## src/rtl/core/prpe_pkg.sv

```systemverilog
`timescale 1ns / 1ps
// Package for the page replacement policy engine.
// Holds register indexes, policy codes and the cell control struct; no dependencies.
package prpe_pkg;

    localparam int CFG_ADDR_W = 2;
    localparam int CFG_DATA_W = 16;

    localparam logic [CFG_ADDR_W-1:0] CFG_POLICY_MODE   = 2'd0;
    localparam logic [CFG_ADDR_W-1:0] CFG_FRAMES_IN_USE = 2'd1;
    localparam logic [CFG_ADDR_W-1:0] CFG_AGING_PERIOD  = 2'd2;
    localparam logic [CFG_ADDR_W-1:0] CFG_AGE_WIDTH     = 2'd3;

    localparam logic [1:0] MODE_FIFO  = 2'd0;
    localparam logic [1:0] MODE_LRU   = 2'd1;
    localparam logic [1:0] MODE_CLOCK = 2'd2;

    localparam int FIU_W    = 7;
    localparam int PERIOD_W = 16;
    localparam int AGEW_W   = 4;
    localparam int STAMP_W  = 32;
    localparam int COUNT_W  = 32;

    typedef struct packed {
        logic age_shift_all;  // aging tick over all occupied frames
        logic sweep_shift;    // clock hand shifts the selected frame
        logic hit_upd;        // hit update of the selected frame
        logic stamp_last;     // hit also stamps last use
        logic set_top;        // hit also sets the top age bit
        logic fill;           // load the selected frame with the new page
        logic use_lru;        // victim chain compares last use, else arrival
    } t_cell_ctrl;

endpackage

```

## src/rtl/core/prpe_cell.sv

```systemverilog
`timescale 1ns / 1ps
// One frame of the table: tag, dirty, stamps, aging register and a stage of the
// oldest-stamp chain. Depends on prpe_pkg.
module prpe_cell #(
    parameter int IDX       = 0,
    parameter int IDX_W     = 6,
    parameter int OCC_W     = 7,
    parameter int PAGE_BITS = 20,
    parameter int AGE_BITS  = 8
) (
    input  logic                        i_clk,
    input  logic                        i_rst_n,
    input  prpe_pkg::t_cell_ctrl        i_ctrl,
    input  logic [OCC_W-1:0]            i_occupancy,
    input  logic [IDX_W-1:0]            i_slot,
    input  logic [PAGE_BITS-1:0]        i_page,
    input  logic                        i_wr,
    input  logic [prpe_pkg::STAMP_W-1:0] i_now,
    input  logic [AGE_BITS-1:0]         i_age_mask,
    input  logic [AGE_BITS-1:0]         i_age_top,
    input  logic [prpe_pkg::STAMP_W-1:0] i_prev_stamp,
    input  logic [IDX_W-1:0]            i_prev_idx,
    output logic                        o_match,
    output logic                        o_age_zero,
    output logic                        o_dirty,
    output logic [prpe_pkg::STAMP_W-1:0] o_best_stamp,
    output logic [IDX_W-1:0]            o_best_idx
);

    logic [PAGE_BITS-1:0]         r_tag;
    logic                         r_dirty;
    logic [prpe_pkg::STAMP_W-1:0] r_arrival;
    logic [prpe_pkg::STAMP_W-1:0] r_last;
    logic [AGE_BITS-1:0]          r_age;
    logic [prpe_pkg::STAMP_W-1:0] r_best_stamp;
    logic [IDX_W-1:0]             r_best_idx;

    logic                         occupied;
    logic                         sel;
    logic [prpe_pkg::STAMP_W-1:0] stamp;
    logic [AGE_BITS-1:0]          age_shifted;

    assign occupied    = i_occupancy > OCC_W'(IDX);
    assign sel         = i_slot == IDX_W'(IDX);
    assign stamp       = i_ctrl.use_lru ? r_last : r_arrival;
    assign age_shifted = (r_age & i_age_mask) >> 1;

    assign o_match      = occupied && (r_tag == i_page);
    assign o_age_zero   = (r_age & i_age_mask) == '0;
    assign o_dirty      = r_dirty;
    assign o_best_stamp = r_best_stamp;
    assign o_best_idx   = r_best_idx;

    // Chain stage: keep the older of our stamp and the one from the left.
    always_ff @(posedge i_clk) begin
        if (IDX == 0) begin
            r_best_stamp <= stamp;
            r_best_idx   <= IDX_W'(IDX);
        end else if (occupied && (stamp < i_prev_stamp)) begin
            r_best_stamp <= stamp;
            r_best_idx   <= IDX_W'(IDX);
        end else begin
            r_best_stamp <= i_prev_stamp;
            r_best_idx   <= i_prev_idx;
        end
    end

    always_ff @(posedge i_clk) begin
        if (i_ctrl.fill && sel) begin
            r_tag     <= i_page;
            r_arrival <= i_now;
            r_last    <= i_now;
        end else if (i_ctrl.hit_upd && sel && i_ctrl.stamp_last) begin
            r_last <= i_now;
        end
    end

    always_ff @(posedge i_clk) begin
        if (!i_rst_n) begin
            r_dirty <= 1'b0;
            r_age   <= '0;
        end else begin
            if (i_ctrl.age_shift_all && occupied) begin
                r_age <= age_shifted;
            end else if (i_ctrl.sweep_shift && sel) begin
                r_age <= age_shifted;
            end else if (i_ctrl.hit_upd && sel) begin
                if (i_wr) begin
                    r_dirty <= 1'b1;
                end
                if (i_ctrl.set_top) begin
                    r_age <= (r_age & i_age_mask) | i_age_top;
                end
            end else if (i_ctrl.fill && sel) begin
                r_dirty <= i_wr;
                r_age   <= i_age_top;
            end
        end
    end

endmodule

```

## config.mk

```make
export PLATFORM = sky130hd
export DESIGN_NAME = prpe_cell
export DESIGN_NICKNAME = d
export VERILOG_FILES = /design/src/rtl/core/prpe_pkg.sv /design/src/rtl/core/prpe_cell.sv
export SDC_FILE = /design/constraint.sdc
export NUM_CORES = 1
export LEC_CHECK = 0
export ABC_AREA = 0
export BUFFER_PORTS_ARGS = -buffer_cell sky130_fd_sc_hd__buf_4
export CAP_MARGIN = 40
export CORE_MARGIN = 10
export CORE_UTILIZATION = 45
export CTS_BUF_LIST = sky130_fd_sc_hd__clkbuf_4
export DETAILED_ROUTE_END_ITERATION = 8
export PLACE_DENSITY = 0.79
export SLEW_MARGIN = 20
export SYNTH_ARGS = -nofsm -noshare
export SYNTH_HDL_FRONTEND = slang
export SYNTH_SLANG_ARGS = --single-unit
```

## constraint.sdc

```tcl
create_clock -name i_clk -period 3.15 [get_ports i_clk]
set_clock_uncertainty 0.15 [all_clocks]
set_input_delay 0 -clock i_clk [delete_from_list [all_inputs] [get_ports i_clk]]
set_output_delay 0 -clock i_clk [all_outputs]
set_load 0.01 [all_outputs]
```

Word level (Yosys, flattened, before mapping) --
Index checks and enable logic that the tools add are counted.
Operators by class: muxes and demuxes 11, equal/unequal tests 4, bitwise gates (word level) 5, reduce and logical (&&, ||, !) cells 15, order comparisons 1
Operators with widths (count):
- 32-bit 2-to-1 mux | 3
- 8-bit 2-to-1 mux | 3
- 20-bit equality test | 1
- 7-bit 2-to-1 mux | 2
- 8-bit AND | 1
- 8-bit zero test | 1
- 8-bit OR | 1
- 7-bit by 1-bit greater-than comparator with 1-bit output, second input constant | 1
- 1-bit logical AND | 6
- 6-bit zero test | 1
- 2-bit != test, second input constant | 2
- 4-bit by 2-bit != test with 1-bit output, second input constant | 1
- 2-bit AND reduction | 2
- 4-bit AND reduction | 1
- 2-bit nonzero test | 2
- 4-bit nonzero test | 1
- 1-bit 2-to-1 mux | 3
- 1-bit NOT | 3
- 3-bit OR reduction | 1
Storage, ports and cells: bits in registers 125

Logic depth before layout (Yosys ltp) --
word-level depth 6, gate-level depth with buffers 6

Worst setup path after synthesis --
OpenSTA, ideal clock, no wires.
path kind input-to-reg, from input i_slot[1], to register r_last[0] (netlist name) (enable), arrival 2104 ps, stages 4, path slack 475 ps, data required time 2579 ps, path through nor4_1 clkbuf_1 nand2_1 nor2_1
Between the ends: cells in the longest elaborated chain, start to end 4, elaborated cells between the ends (all ways) 5, those cells by class 5 x reduce/logical
RTL lines:
- start, declared | line prpe_cell.sv:15 | input logic [IDX_W-1:0] i_slot,
- 6-bit zero test (*) | line prpe_cell.sv:44 | assign sel = i_slot == IDX_W'(IDX);
- 1-bit logical AND (2 in a row) | line prpe_cell.sv:73 | end else if (i_ctrl.hit_upd && sel && i_ctrl.stamp_last) begin
- 2-bit nonzero test (no source line) (*)
- end signal, assigned | line prpe_cell.sv:72 | r_last <= i_now;
- end signal, assigned | line prpe_cell.sv:74 | r_last <= i_now;
- end, declared | line prpe_cell.sv:33 | logic [prpe_pkg::STAMP_W-1:0] r_last;
Mark *: on every way between the ends. The rest lies on a longest branch, timed or not. A chain may end at the register's enable or synchronous reset.

Final worst setup path --
from input i_ctrl[1] (netlist name), to register r_age[0]
Between the ends: cells in the longest elaborated chain, start to end 3
RTL lines:
- start, declared | line prpe_cell.sv:13 | input prpe_pkg::t_cell_ctrl i_ctrl,
- 1-bit logical AND | line prpe_cell.sv:94 | end else if (i_ctrl.fill && sel) begin
- 4-bit nonzero test (no source line)
- 2-bit AND reduction (no source line)
- end signal, assigned | line prpe_cell.sv:86 | r_age <= age_shifted;
- end signal, assigned | line prpe_cell.sv:92 | r_age <= (r_age & i_age_mask) | i_age_top;
- end signal, assigned | line prpe_cell.sv:96 | r_age <= i_age_top;
- end, declared | line prpe_cell.sv:34 | logic [AGE_BITS-1:0] r_age;
No other way between the ends.

==> load_flow_metrics.sql <==
INSERT INTO impl_metrics (metric_group, metric, value, unit) VALUES
('run_status', 'run_status', 'complete, no violations', ''),
('logic_synthesis', 'most_common_library_cells_after_synthesis', '84 x edfxtp_1, 41 x dfxtp_1, 32 x mux2_2', ''),
('setup_path', 'path_cells', 'dlygate4sd3_1, buf_4, nor2b_1, o211a_1, a22oi_1, dlygate4sd3_1, o22ai_1, dlygate4sd3_1', ''),
('detailed_routing', 'postRouteAntennaNets', '0', ''),
('run', 'max_cap_violations', '0', ''),
('power_and_ir_drop', 'p_comb_share', '8.5', '%'),
('setup_path', 'cpMaxStageDelayCell', 'dlygate4sd3_1', ''),
('global_routing', 'grtUsageTotal', '15.2', '%'),
('power_and_ir_drop', 'share_of_total_power_consumed_by_net_switching', '21.9', '%'),
('cts', 'clockBufferDepth', '2', ''),
('logic_synthesis', 'synth_top_cells_by_area', 'edfxtp_1 57%, dfxtp_1 18%, mux2_2 8.1%, xor2_1 3.1%, and3b_1 1.4%', ''),
('placed_design', 'place.detailed.instances', '518', ''),
('worst_hold_path', 'min-delay-path-class', 'input port to flop', ''),
('cts', 'cts.clk_slew.worst_paths', '130', 'ps'),
('detailed_routing', 'post_drt_wl_per_cell', '17.0', 'µm'),
('power_and_ir_drop', 'switching_power', '702', 'µW'),
('global_routing', 'grt_max_degree', '33', ''),
('sta', 'worst-slew-pin-transition', '634', 'ps'),
('global_routing', 'antenna_violations_before_repair', '0', ''),
('detailed_routing', 'drc', '0', ''),
('cts', 'clockRootBuffer', 'clkbuf_4', ''),
('sta', 'final_number_of_hold_violating_endpoints', '0', ''),
('sta', 'drv_slew', '0', ''),
('logic_synthesis', 'syn-mean-instance-area', '16.7', 'µm²'),
('finish', 'num_antenna_cells', '0', ''),
('logic_synthesis', 'synth_ff_type', 'edfxtp_1', ''),
('cts', 'cts.hold.buffers_added', '80', ''),
('cts', 'tritoncts', 'built', ''),
('die', 'core_area', '9680', 'µm²'),
('power_and_ir_drop', 'static_leak', '2.61', 'nW'),
('die', 'design.portCount', '170', ''),
('setup_path', 'critical_path.most_common_cell', 'dlygate4sd3_1', ''),
('die', 'floorplan.initialDensity', '45.9', '%'),
('sta', 'final.hold.worst_slack', '74.7', 'ps'),
('placed_design', 'post_dp_cell_area', '5540', 'µm²'),
('logic_synthesis', 'synth-edff-count', '84', ''),
('cts', 'postCtsSetupBuffers', '0', ''),
('sta', 'fin_ws', '378', 'ps'),
('logic_synthesis', 'synth.distinct_cells', '35', ''),
('logic_synthesis', 'synth.ff_latch_count', '125', ''),
('sta', 'unrepaired_setup_endpoints_after_global_routing', 'no', ''),
('finish', 'final_cells', '630', ''),
('die', 'fp.dieArea', '14300', 'µm²'),
('power_and_ir_drop', 'power.share.sequential', '55.4', '%'),
('detailed_routing', 'routed-via-count', '3055', ''),
('cts', 'worst_skew_pair.late_latency', '500', 'ps'),
('setup_path', 'critical_path_arrival', '3070', 'ps'),
('global_routing', 'number_of_global_route_vias_before_repair', '3456', ''),
('logic_synthesis', 'seq_area_frac_synth', '75.1', '%'),
('placed_design', 'routabilityCongestion', '0.807', ''),
('power_and_ir_drop', 'internal_power', '2.50', 'mW'),
('placed_design', 'estimated_wirelength_of_the_detail_placed_design', '6510', 'µm'),
('setup_path', 'endpoint_kind', 'flop', ''),
('detailed_routing', 'post_detailed_routing_wire_length', '10700', 'µm'),
('die', 'fp-row-count', '36', ''),
('cts', 'cts_sinks', '125', ''),
('sta', 'period_needed', '2770', 'ps'),
('cts', 'htree_num_levels', '4', ''),
('detailed_routing', 'drtPass1Iterations', '4', ''),
('setup_path', 'timing.setup.critical_path_class', 'input port to flop', ''),
('cts', 'cts_made_buffers', '17', ''),
('detailed_routing', 'drtIter0Drc', '220', ''),
('logic_synthesis', 'yosys_warnings', '0', ''),
('logic_synthesis', 'netlist.area_leader.share', '56.7', '%'),
('power_and_ir_drop', 'power.share.clock', '36.1', '%'),
('finish', 'nFillCells', '644', ''),
('finish', 'layout-drive-gt1-share', '40.2', '%'),
('power_and_ir_drop', 'total_power', '3.20', 'mW'),
('power_and_ir_drop', 'maximum_vdd_ir_drop', '278', 'µV'),
('sta', 'setup_viol', '0', ''),
('logic_synthesis', 'netlist.top_cell.by_area', 'edfxtp_1', '');
-- path summary, 6_finish.rpt --
path / endpoint / cells past startpoint / slack, ps / start
worst min register to register: o_best_stamp[4] / 1 / 320 / r_arrival[4]
worst max-delay path: r_age[0] / 8 / 380 / i_ctrl[1]
worst max register to register: r_age[0] / 4 / 1160 / r_age[0]
worst min-delay path: r_arrival[22] / 2 / 70 / i_now[22]
-- power groups by stage --
stage                     combinational (mW)  sequential, mW  clock [mW]
after CTS                              0.269            1.77        1.19
after floorplan                       0.0659            1.82           0
final                                  0.272            1.77        1.16
after global placement                 0.195            1.81           0
after detailed placement               0.203            1.81           0
after global routing                   0.292            1.78        1.27
-- worst max-delay path: cells and delay by family --
kind	cells	cell delay, ps
AO/OA/AOI/OAI	3	730
buffers and inverters	4	1810
AND/OR/NAND/NOR	1	520
-- flip-flops by register name, indices dropped and copies added (netlist names) --
signal / cells
r_age: 8
r_last: 32
r_tag: 20
o_best_stamp: 32
o_dirty: 1
r_arrival: 32
-- cells in the final DEF (no fill, tap or decap), types with 2 or more instances in the layout --
cell             n
a22oi_1          6
nand2_1         11
and2_1           2
nor2_1           3
dfxtp_1         41
xor2_1          16
clkinv_2         3
xnor2_1          4
nor4_1           6
clkinv_4         3
clkbuf_4        18
a21oi_1          3
conb_1           6
edfxtp_1        84
buf_4          129
o211ai_1         7
dlygate4sd3_1   80
nand4_1          4
mux2_2          32
bufinv_16        3
clkinvlp_4       2
inv_6            2
and3b_1          7
o22ai_1          6
-- per-layer routing --
| metal | vias to the layer above | share of wire (%) | global-route usage (%) |
|---|---|---|---|
| met5 | - | 0 | 0 |
| met1 | 1495 | 40 | 16.4 |
| met3 | 11 | 6.7 | 6.52 |
| met4 | 0 | 0.87 | 5.20 |
| met2 | 110 | 52 | 26.3 |
| li1 | 1439 | - | - |
-- area by class of cell --
cell class | instances | area [µm²] | area share (%)
timing repair buffer | 210 | 1790 | 26.9
inverter | 1 | 3.75 | 0.0565
sequential | 125 | 3340 | 50.3
tap | 133 | 166 | 2.50
clock inverter | 14 | 168 | 2.52
clock buffer | 18 | 135 | 2.03
multi-input combinational | 129 | 1040 | 15.6
-- kinds of logic after synthesis --
kind of cell / Yosys count / synth area share (%)
simple gates: 41 / 5.46
xor+xnor: 20 / 3.94
other cells: 1 / 0.0843
flops: 125 / 75.1
mux: 32 / 8.10
buf+inv: 17 / 2.11
compound gates: 30 / 5.17
(Power assumes the default switching activity.)
